$ cat config.mk
export PLATFORM = sky130hd
export DESIGN_NAME = key_value_table_top
export DESIGN_NICKNAME = d
export VERILOG_FILES = /design/src/sv/kv_tbl_pkg.sv /design/src/sv/kv_tbl_ctrl.sv /design/src/sv/kv_tbl_dp.sv /design/src/sv/key_value_table_top.sv
export SDC_FILE = /design/constraint.sdc
export NUM_CORES = 1
export LEC_CHECK = 0
export BUFFER_PORTS_ARGS = -buffer_cell sky130_fd_sc_hd__buf_4
export CAP_MARGIN = 40
export CORE_ASPECT_RATIO = 0.6
export CORE_MARGIN = 2
export CORE_UTILIZATION = 62
export DETAILED_ROUTE_END_ITERATION = 8
export GPL_TIMING_DRIVEN = 0
export PLACE_DENSITY = 0.8
export SLEW_MARGIN = 20
export SYNTH_ARGS = -nofsm -noshare
export SYNTH_HDL_FRONTEND = slang
export SYNTH_HIERARCHICAL = 1
export SYNTH_SLANG_ARGS = --single-unit
$ cat constraint.sdc
create_clock -name clk -period 6.26 [get_ports clk]
set_input_delay 0.313 -clock clk [delete_from_list [all_inputs] [get_ports clk]]
set_output_delay 0.313 -clock clk [all_outputs]
set_load 0.01 [all_outputs]
$ cat src/sv/kv_tbl_pkg.sv
package kv_tbl_pkg;

    // default sizes
    localparam int DEF_ENTRIES    = 16;
    localparam int DEF_KEY_BITS   = 32;
    localparam int DEF_VALUE_BITS = 32;

    // fixed widths of the request and result fields
    localparam int CMD_W    = 2;
    localparam int KEY_W    = 32;
    localparam int VALUE_W  = 32;
    localparam int COUNT_W  = 5;
    localparam int STATUS_W = 2;

    typedef logic [CMD_W-1:0]    cmd_t;
    typedef logic [STATUS_W-1:0] status_t;

    localparam cmd_t CMD_ASSIGN = 2'd0;
    localparam cmd_t CMD_ERASE  = 2'd1;
    localparam cmd_t CMD_LOOKUP = 2'd2;

    localparam status_t STATUS_OK      = 2'd0;
    localparam status_t STATUS_MISSING = 2'd1;
    localparam status_t STATUS_FULL    = 2'd2;

    // controller to datapath commands
    typedef struct packed {
        logic load_req;
        logic do_match;
        logic do_update;
    } ctl_cmd_t;

endpackage

$ cat src/sv/kv_tbl_ctrl.sv
module kv_tbl_ctrl
(
    input  logic                 clk,
    input  logic                 rst_n,
    input  logic                 in_valid,
    output logic                 in_stall,
    output logic                 out_valid,
    input  logic                 out_stall,
    output kv_tbl_pkg::ctl_cmd_t cmd
);
    import kv_tbl_pkg::*;

    typedef enum logic [2:0] {
        S_IDLE   = 3'b001,
        S_MATCH  = 3'b010,
        S_UPDATE = 3'b100
    } state_t;

    state_t state_reg;
    state_t state_next;
    logic   out_valid_reg;
    logic   out_valid_next;
    logic   out_free;
    logic   update_ok;
    logic   accept;

    // the result register can take a new result this cycle
    assign out_free  = !out_valid_reg || !out_stall;
    assign update_ok = (state_reg == S_UPDATE) && out_free;

    // a new request is taken while idle or while the previous one retires
    assign in_stall = !((state_reg == S_IDLE) || update_ok);
    assign accept   = in_valid && !in_stall;

    assign cmd.load_req  = accept;
    assign cmd.do_match  = (state_reg == S_MATCH);
    assign cmd.do_update = update_ok;

    assign out_valid = out_valid_reg;

    always_comb
    begin
        state_next = state_reg;
        unique case (state_reg)
            S_IDLE:
            begin
                if (accept)
                begin
                    state_next = S_MATCH;
                end
            end
            S_MATCH:
            begin
                state_next = S_UPDATE;
            end
            S_UPDATE:
            begin
                if (update_ok)
                begin
                    state_next = accept ? S_MATCH : S_IDLE;
                end
            end
            default:
            begin
                state_next = S_IDLE;
            end
        endcase
    end

    always_comb
    begin
        out_valid_next = out_valid_reg;
        if (update_ok)
        begin
            out_valid_next = 1'b1;
        end
        else if (out_valid_reg && !out_stall)
        begin
            out_valid_next = 1'b0;
        end
    end

    always_ff @(posedge clk or negedge rst_n)
    begin
        if (!rst_n)
        begin
            state_reg     <= S_IDLE;
            out_valid_reg <= 1'b0;
        end
        else
        begin
            state_reg     <= state_next;
            out_valid_reg <= out_valid_next;
        end
    end

    // a result is only produced after a request has been matched
    a_update_after_match: assert property (@(posedge clk) disable iff (!rst_n)
        cmd.do_update |-> $past(state_reg) == S_MATCH || $past(state_reg) == S_UPDATE)
        else $error("update without a preceding match");

    // a new result never lands on a stalled one
    a_no_overwrite: assert property (@(posedge clk) disable iff (!rst_n)
        (out_valid_reg && out_stall) |-> !cmd.do_update)
        else $error("result overwritten while stalled");

    // a request is never taken while one is being matched
    a_no_accept_in_match: assert property (@(posedge clk) disable iff (!rst_n)
        (state_reg == S_MATCH) |-> !cmd.load_req)
        else $error("request taken during match");

endmodule

$ cat src/sv/kv_tbl_dp.sv
module kv_tbl_dp
#(
    parameter int ENTRIES    = kv_tbl_pkg::DEF_ENTRIES,
    parameter int KEY_BITS   = kv_tbl_pkg::DEF_KEY_BITS,
    parameter int VALUE_BITS = kv_tbl_pkg::DEF_VALUE_BITS
)
(
    input  logic                             clk,
    input  logic                             rst_n,
    input  kv_tbl_pkg::ctl_cmd_t             cmd,
    input  logic [kv_tbl_pkg::CMD_W-1:0]     command,
    input  logic [kv_tbl_pkg::KEY_W-1:0]     key,
    input  logic [kv_tbl_pkg::VALUE_W-1:0]   value,
    output logic                             found,
    output logic [kv_tbl_pkg::VALUE_W-1:0]   read_value,
    output logic [kv_tbl_pkg::COUNT_W-1:0]   entry_count,
    output logic [kv_tbl_pkg::STATUS_W-1:0]  status
);
    import kv_tbl_pkg::*;

    // keys and values only use the low bits of the 32-bit fields
    localparam int KW    = (KEY_BITS < KEY_W) ? KEY_BITS : KEY_W;
    localparam int VW    = (VALUE_BITS < VALUE_W) ? VALUE_BITS : VALUE_W;
    localparam int IDX_W = (ENTRIES > 1) ? $clog2(ENTRIES) : 1;
    localparam int CNT_W = $clog2(ENTRIES + 1);

    // request registers
    cmd_t            req_cmd_reg;
    logic [KW-1:0]   req_key_reg;
    logic [VW-1:0]   req_val_reg;

    // table state
    logic [ENTRIES-1:0] valid_reg;
    logic [ENTRIES-1:0] valid_next;
    logic [KW-1:0]      key_reg [ENTRIES];
    logic [VW-1:0]      value_mem [ENTRIES];
    logic [CNT_W-1:0]   count_reg;
    logic [CNT_W-1:0]   count_next;

    // match results
    logic               hit_next;
    logic [IDX_W-1:0]   hit_idx_next;
    logic               free_ok_next;
    logic [IDX_W-1:0]   free_idx_next;
    logic               hit_reg;
    logic [IDX_W-1:0]   hit_idx_reg;
    logic               free_ok_reg;
    logic [IDX_W-1:0]   free_idx_reg;

    // update decode
    logic               do_insert;
    logic               do_write;
    logic               do_erase;
    logic [IDX_W-1:0]   wr_idx;
    status_t            status_next;
    logic [CNT_W+COUNT_W-1:0] count_ext;

    // result registers
    logic               out_found_reg;
    logic               out_rd_en_reg;
    logic [VW-1:0]      rd_data_reg;
    logic [COUNT_W-1:0] out_count_reg;
    status_t            out_status_reg;

    // parallel compare, lowest matching and lowest free entry win
    always_comb
    begin
        hit_next      = 1'b0;
        hit_idx_next  = '0;
        free_ok_next  = 1'b0;
        free_idx_next = '0;
        for (int i = 0; i < ENTRIES; i++)
        begin
            if (valid_reg[i] && (key_reg[i] == req_key_reg) && !hit_next)
            begin
                hit_next     = 1'b1;
                hit_idx_next = IDX_W'(i);
            end
            if (!valid_reg[i] && !free_ok_next)
            begin
                free_ok_next  = 1'b1;
                free_idx_next = IDX_W'(i);
            end
        end
    end

    always_comb
    begin
        do_insert   = 1'b0;
        do_write    = 1'b0;
        do_erase    = 1'b0;
        status_next = STATUS_OK;
        case (req_cmd_reg)
            CMD_ASSIGN:
            begin
                do_write  = hit_reg || free_ok_reg;
                do_insert = !hit_reg && free_ok_reg;
                if (!hit_reg && !free_ok_reg)
                begin
                    status_next = STATUS_FULL;
                end
            end
            CMD_ERASE:
            begin
                do_erase = hit_reg;
            end
            CMD_LOOKUP:
            begin
                if (!hit_reg)
                begin
                    status_next = STATUS_MISSING;
                end
            end
            default:
            begin
                status_next = STATUS_OK;
            end
        endcase
    end

    assign wr_idx = hit_reg ? hit_idx_reg : free_idx_reg;

    always_comb
    begin
        valid_next = valid_reg;
        count_next = count_reg;
        if (do_insert)
        begin
            valid_next[free_idx_reg] = 1'b1;
            count_next               = count_reg + CNT_W'(1);
        end
        else if (do_erase)
        begin
            valid_next[hit_idx_reg] = 1'b0;
            count_next              = count_reg - CNT_W'(1);
        end
    end

    assign count_ext = (CNT_W + COUNT_W)'(count_next);

    always_ff @(posedge clk or negedge rst_n)
    begin
        if (!rst_n)
        begin
            valid_reg <= '0;
            count_reg <= '0;
        end
        else if (cmd.do_update)
        begin
            valid_reg <= valid_next;
            count_reg <= count_next;
        end
    end

    always_ff @(posedge clk)
    begin
        if (cmd.load_req)
        begin
            req_cmd_reg <= command;
            req_key_reg <= key[KW-1:0];
            req_val_reg <= value[VW-1:0];
        end
        if (cmd.do_match)
        begin
            hit_reg      <= hit_next;
            hit_idx_reg  <= hit_idx_next;
            free_ok_reg  <= free_ok_next;
            free_idx_reg <= free_idx_next;
        end
        if (cmd.do_update)
        begin
            if (do_insert)
            begin
                key_reg[free_idx_reg] <= req_key_reg;
            end
            out_found_reg  <= hit_reg;
            out_rd_en_reg  <= (req_cmd_reg == CMD_LOOKUP) && hit_reg;
            out_count_reg  <= count_ext[COUNT_W-1:0];
            out_status_reg <= status_next;
        end
    end

    // value store, one write and one registered read
    always_ff @(posedge clk)
    begin
        if (cmd.do_update)
        begin
            if (do_write)
            begin
                value_mem[wr_idx] <= req_val_reg;
            end
            rd_data_reg <= value_mem[hit_idx_reg];
        end
    end

    assign found       = out_found_reg;
    assign read_value  = out_rd_en_reg ? VALUE_W'(rd_data_reg) : '0;
    assign entry_count = out_count_reg;
    assign status      = out_status_reg;

    a_count_matches_valid: assert property (@(posedge clk) disable iff (!rst_n)
        $countones(valid_reg) == 32'(count_reg))
        else $error("entry count differs from valid entries");

    a_count_bound: assert property (@(posedge clk) disable iff (!rst_n)
        32'(count_reg) <= ENTRIES)
        else $error("entry count above capacity");

    // the matched entry stays valid until the update uses it
    a_hit_still_valid: assert property (@(posedge clk) disable iff (!rst_n)
        (cmd.do_update && hit_reg) |-> valid_reg[hit_idx_reg])
        else $error("hit entry invalid at update");

    a_full_means_full: assert property (@(posedge clk) disable iff (!rst_n)
        (cmd.do_update && status_next == STATUS_FULL) |-> (&valid_reg))
        else $error("table full reported with a free entry");

endmodule

$ cat src/sv/key_value_table_top.sv
// a request is taken into the request registers, matched (parallel key compare into a
//   registered hit index) and then updated into the result registers; a new request
//   can be taken during that update unless a stalled result holds the update back
// a new request is taken while a finished result waits to be taken
// reset: asynchronous, active low; clears all entry valid bits, the entry
//   count and the handshake state; keys and values are not cleared
module key_value_table_top
#(
    parameter int ENTRIES    = kv_tbl_pkg::DEF_ENTRIES,
    parameter int KEY_BITS   = kv_tbl_pkg::DEF_KEY_BITS,
    parameter int VALUE_BITS = kv_tbl_pkg::DEF_VALUE_BITS
)
(
    input  logic                             clk,
    input  logic                             rst_n,
    input  logic                             in_valid,
    output logic                             in_stall,
    input  logic [kv_tbl_pkg::CMD_W-1:0]     command,
    input  logic [kv_tbl_pkg::KEY_W-1:0]     key,
    input  logic [kv_tbl_pkg::VALUE_W-1:0]   value,
    output logic                             out_valid,
    input  logic                             out_stall,
    output logic                             found,
    output logic [kv_tbl_pkg::VALUE_W-1:0]   read_value,
    output logic [kv_tbl_pkg::COUNT_W-1:0]   entry_count,
    output logic [kv_tbl_pkg::STATUS_W-1:0]  status
);
    import kv_tbl_pkg::*;

    ctl_cmd_t ctl_cmd;

    kv_tbl_ctrl u_ctrl
    (
        .clk       (clk),
        .rst_n     (rst_n),
        .in_valid  (in_valid),
        .in_stall  (in_stall),
        .out_valid (out_valid),
        .out_stall (out_stall),
        .cmd       (ctl_cmd)
    );

    kv_tbl_dp
    #(
        .ENTRIES    (ENTRIES),
        .KEY_BITS   (KEY_BITS),
        .VALUE_BITS (VALUE_BITS)
    )
    u_dp
    (
        .clk         (clk),
        .rst_n       (rst_n),
        .cmd         (ctl_cmd),
        .command     (command),
        .key         (key),
        .value       (value),
        .found       (found),
        .read_value  (read_value),
        .entry_count (entry_count),
        .status      (status)
    );

endmodule
==> impl_metrics.csv <==
group,metric,value,unit
logic_synthesis,synth_top_area_frac,0.742,
critical_path,cp.arrival,4.88,ns
layout,final_cells,3852,
placement,gp_congestion,0.915,
critical_path,critPathMaxFanout,11,
cts,cts_buffer_depth,3,
power_and_ir_drop,power,18.2,mW
logic_synthesis,ys_async_sr_fraction,0.0214,
global_routing,grt_max_degree,45,
logic_synthesis,yosysMostFrequentCell,"edfxtp_1",
logic_synthesis,synth-warning-count,6,
timing,fin_hold_ws,0.109,ns
drt,antenna_left,0,
die,fp.dieH,215,µm
cts,cts_tree,"done",
timing,slew_headroom,0.280,
logic_synthesis,ys.flop_type,"edfxtp_1",
drt,routed_wl,132000,µm
timing,fin_crit_sh,0.711,
timing,period_minus_slack,4.45,ns
logic_synthesis,yosysTopAreaCell,"edfxtp_1",
layout,syn2layout_area_growth,17.1,%
logic_synthesis,seq_area_frac_synth,0.755,
die,fp.dieW,356,µm
power_and_ir_drop,swShare,0.264,
global_routing,groute.usage.overall,0.345,
power_and_ir_drop,max-vdd-ir-drop,255,µV
logic_synthesis,yosys-top-cells-count,"edfxtp_1 (1141), xnor2_1 (382), mux4_2 (160)",
logic_synthesis,synth_edf_count,1141,
global_routing,grt_pass1_vias,25600,
logic_synthesis,syn-instance-count,2390,
timing,skew,0.0254,ns
die,dieArea,0.0768,mm²
cts,clock_latency,0.68,ns
critical_path,crit_type,"reg -> reg",
min_path,hp-class,"in -> async",
placement,placed_cell_area,0.0501,mm²
power_and_ir_drop,clockPowerShare,0.333,
layout,n_fill_cell,3994,
global_routing,antenna_found_initial,5,
power_and_ir_drop,power_density,336,mW/mm²
layout,utilization,0.734,
power_and_ir_drop,power.switching,4.80,mW
cts,cts.clk_slew.worst_paths,0.07,ns
cts,numCtsBuffers,99,
power_and_ir_drop,power_frac_seq,0.523,
logic_synthesis,synth.distinct_cells,56,
placement,hpwl,82700,µm
cts,post_cts_buffers,0,
timing,drv_slew,0,
layout,drive_gt1_frac,0.227,
timing,timing.final.ws_setup,1.81,ns
drt,dr.pass1.iters,7,
die,core-area,0.0737,mm²
logic_synthesis,syn_area_per_cell,19.3,µm²
drt,vias,26100,
timing,hold_viol,0,
flow_run,drv_cap,0,
global_routing,grt_overflow,0,
cts,htreeDepth,3,
drt,wire_per_inst,34.2,µm
placement,pre_cts_slack,1.96,ns
logic_synthesis,netlist_area,0.0462,mm²
timing,fin_tns_setup,0,ns
timing,setup_violations,0,
die,start_util,0.627,
critical_path,rrSetupSlack,1.81,ns
drt,via_per_inst,6.78,
power_and_ir_drop,total_leakage_power,17.3,nW
run_status,status,"completed",
placement,placed_cells,3577,
cts,cts.sinks,1166,
power_and_ir_drop,internal-power,13.4,mW
placement,port-buffer-count,111,
die,pin_count,112,
timing,max_freq,225,MHz
layout,fin_area,0.0541,mm²
critical_path,required,6.69,ns
drt,drc,0,
logic_synthesis,synth.area.top_cells,"edfxtp_1 (74%), mux4_2 (7.8%), xnor2_1 (7.2%)",
drt,dr.first_iter.drc_count,5519,
timing,rsz0062_at_grt,"false",
logic_synthesis,synth_nets,2462,
critical_path,crit_path_end_kind,"register",
global_routing,grt_pass1_wl,184000,µm
critical_path,start_kind,"register",
cts,cts-root-buf,"clkbuf_16",
timing,tightest_slew,1.08,ns
power_and_ir_drop,combPwrFrac,0.144,
layout,final_nets,2855,
die,rows,77,
logic_synthesis,synth-seq-cells,1166,
-- area by class of cell --
type,instances,area [µm²],area share
Antenna cell,4,10.0,0.000185
Buffer,113,682,0.0126
Clock buffer,124,2640,0.0489
Clock inverter,55,452,0.00835
Inverter,8,30.0,0.000555
Multi-Input combinational cell,1103,10800,0.201
Sequential cell,1166,34900,0.645
Tap cell,987,1230,0.0228
Timing Repair Buffer,292,3290,0.0608
-- placed cells by master (no fill, tap or decap), types with 41 or more instances in the layout --
cell type / n
dlygate4sd3_1: 70
edfxtp_1: 1141
mux4_2: 160
clkbuf_1: 51
nand2_1: 41
nor4_1: 46
nand4_1: 96
xnor2_1: 382
xor2_1: 135
buf_4: 151
clkbuf_16: 101
-- layer usage --
layer  wire length [µm]  up-vias  global-route usage  part of all wire
met5                112        -                   0           0.00085
met4               5030        2               0.112             0.038
met3              22500      462               0.127              0.17
met2              56800     2503               0.491              0.43
met1              47100    13100               0.502              0.36
li1                   -    10100                   -                 -
-- final timing paths --
path / start / endpoint / cells after the start
min: rst_n / u_dp/count_reg[2] / 2
min in group clk: key[29] / u_dp/req_key_reg[29] / 2
min reg2reg: u_ctrl/state_reg[1] / u_ctrl/state_reg[1] / 1
max: u_dp/req_key_reg[6] / u_dp/hit_idx_reg[2] / 11
max reg2reg: u_dp/req_key_reg[6] / u_dp/hit_idx_reg[2] / 11
max in group asynchronous: rst_n / u_ctrl/state_reg[0] / 2
-- timing repair --
item / CTS / global route
endpoints found under the setup margin: 0 / 0
hold buffers: 70 / 0
hold endpoints to repair: 94 / 0
gates resized for setup: 0 / 0
-- worst max-delay path, stage by stage (launching register included) --
cell,delay [ns]
edfxtp_1,0.89
buf_8,0.26
buf_4,0.24
xnor2_1,0.14
nand4_1,0.30
nor4_1,0.76
nand4_1,0.47
or4_1,0.71
nand2_1,0.13
or2_2,0.13
nand2b_1,0.10
a21oi_1,0.07
-- power groups by stage --
stage | Sequential (mW) | Clock, mW | Combinational, mW
6_report | 9.51 | 6.05 | 2.62
5_1_grt | 9.53 | 6.36 | 2.67
4_1_cts | 9.51 | 6.05 | 2.48
3_5_place_dp | 9.67 | 0 | 2.38
3_3_place_gp | 9.80 | 0 | 1.99
2_1_floorplan | 9.48 | 0 | 1.39
-- logic make-up after synthesis --
| kind of cell | after synthesis | share of synthesized area |
|---|---|---|
| flops | 1166 | 0.755 |
| xor+xnor | 518 | 0.0984 |
| simple gates | 365 | 0.0444 |
| mux | 163 | 0.0787 |
| buf+inv | 121 | 0.0154 |
| compound gates | 55 | 0.00723 |
| fa+ha+maj | 2 | 0.000542 |
Note: power is estimated with default switching activity, not from simulation.
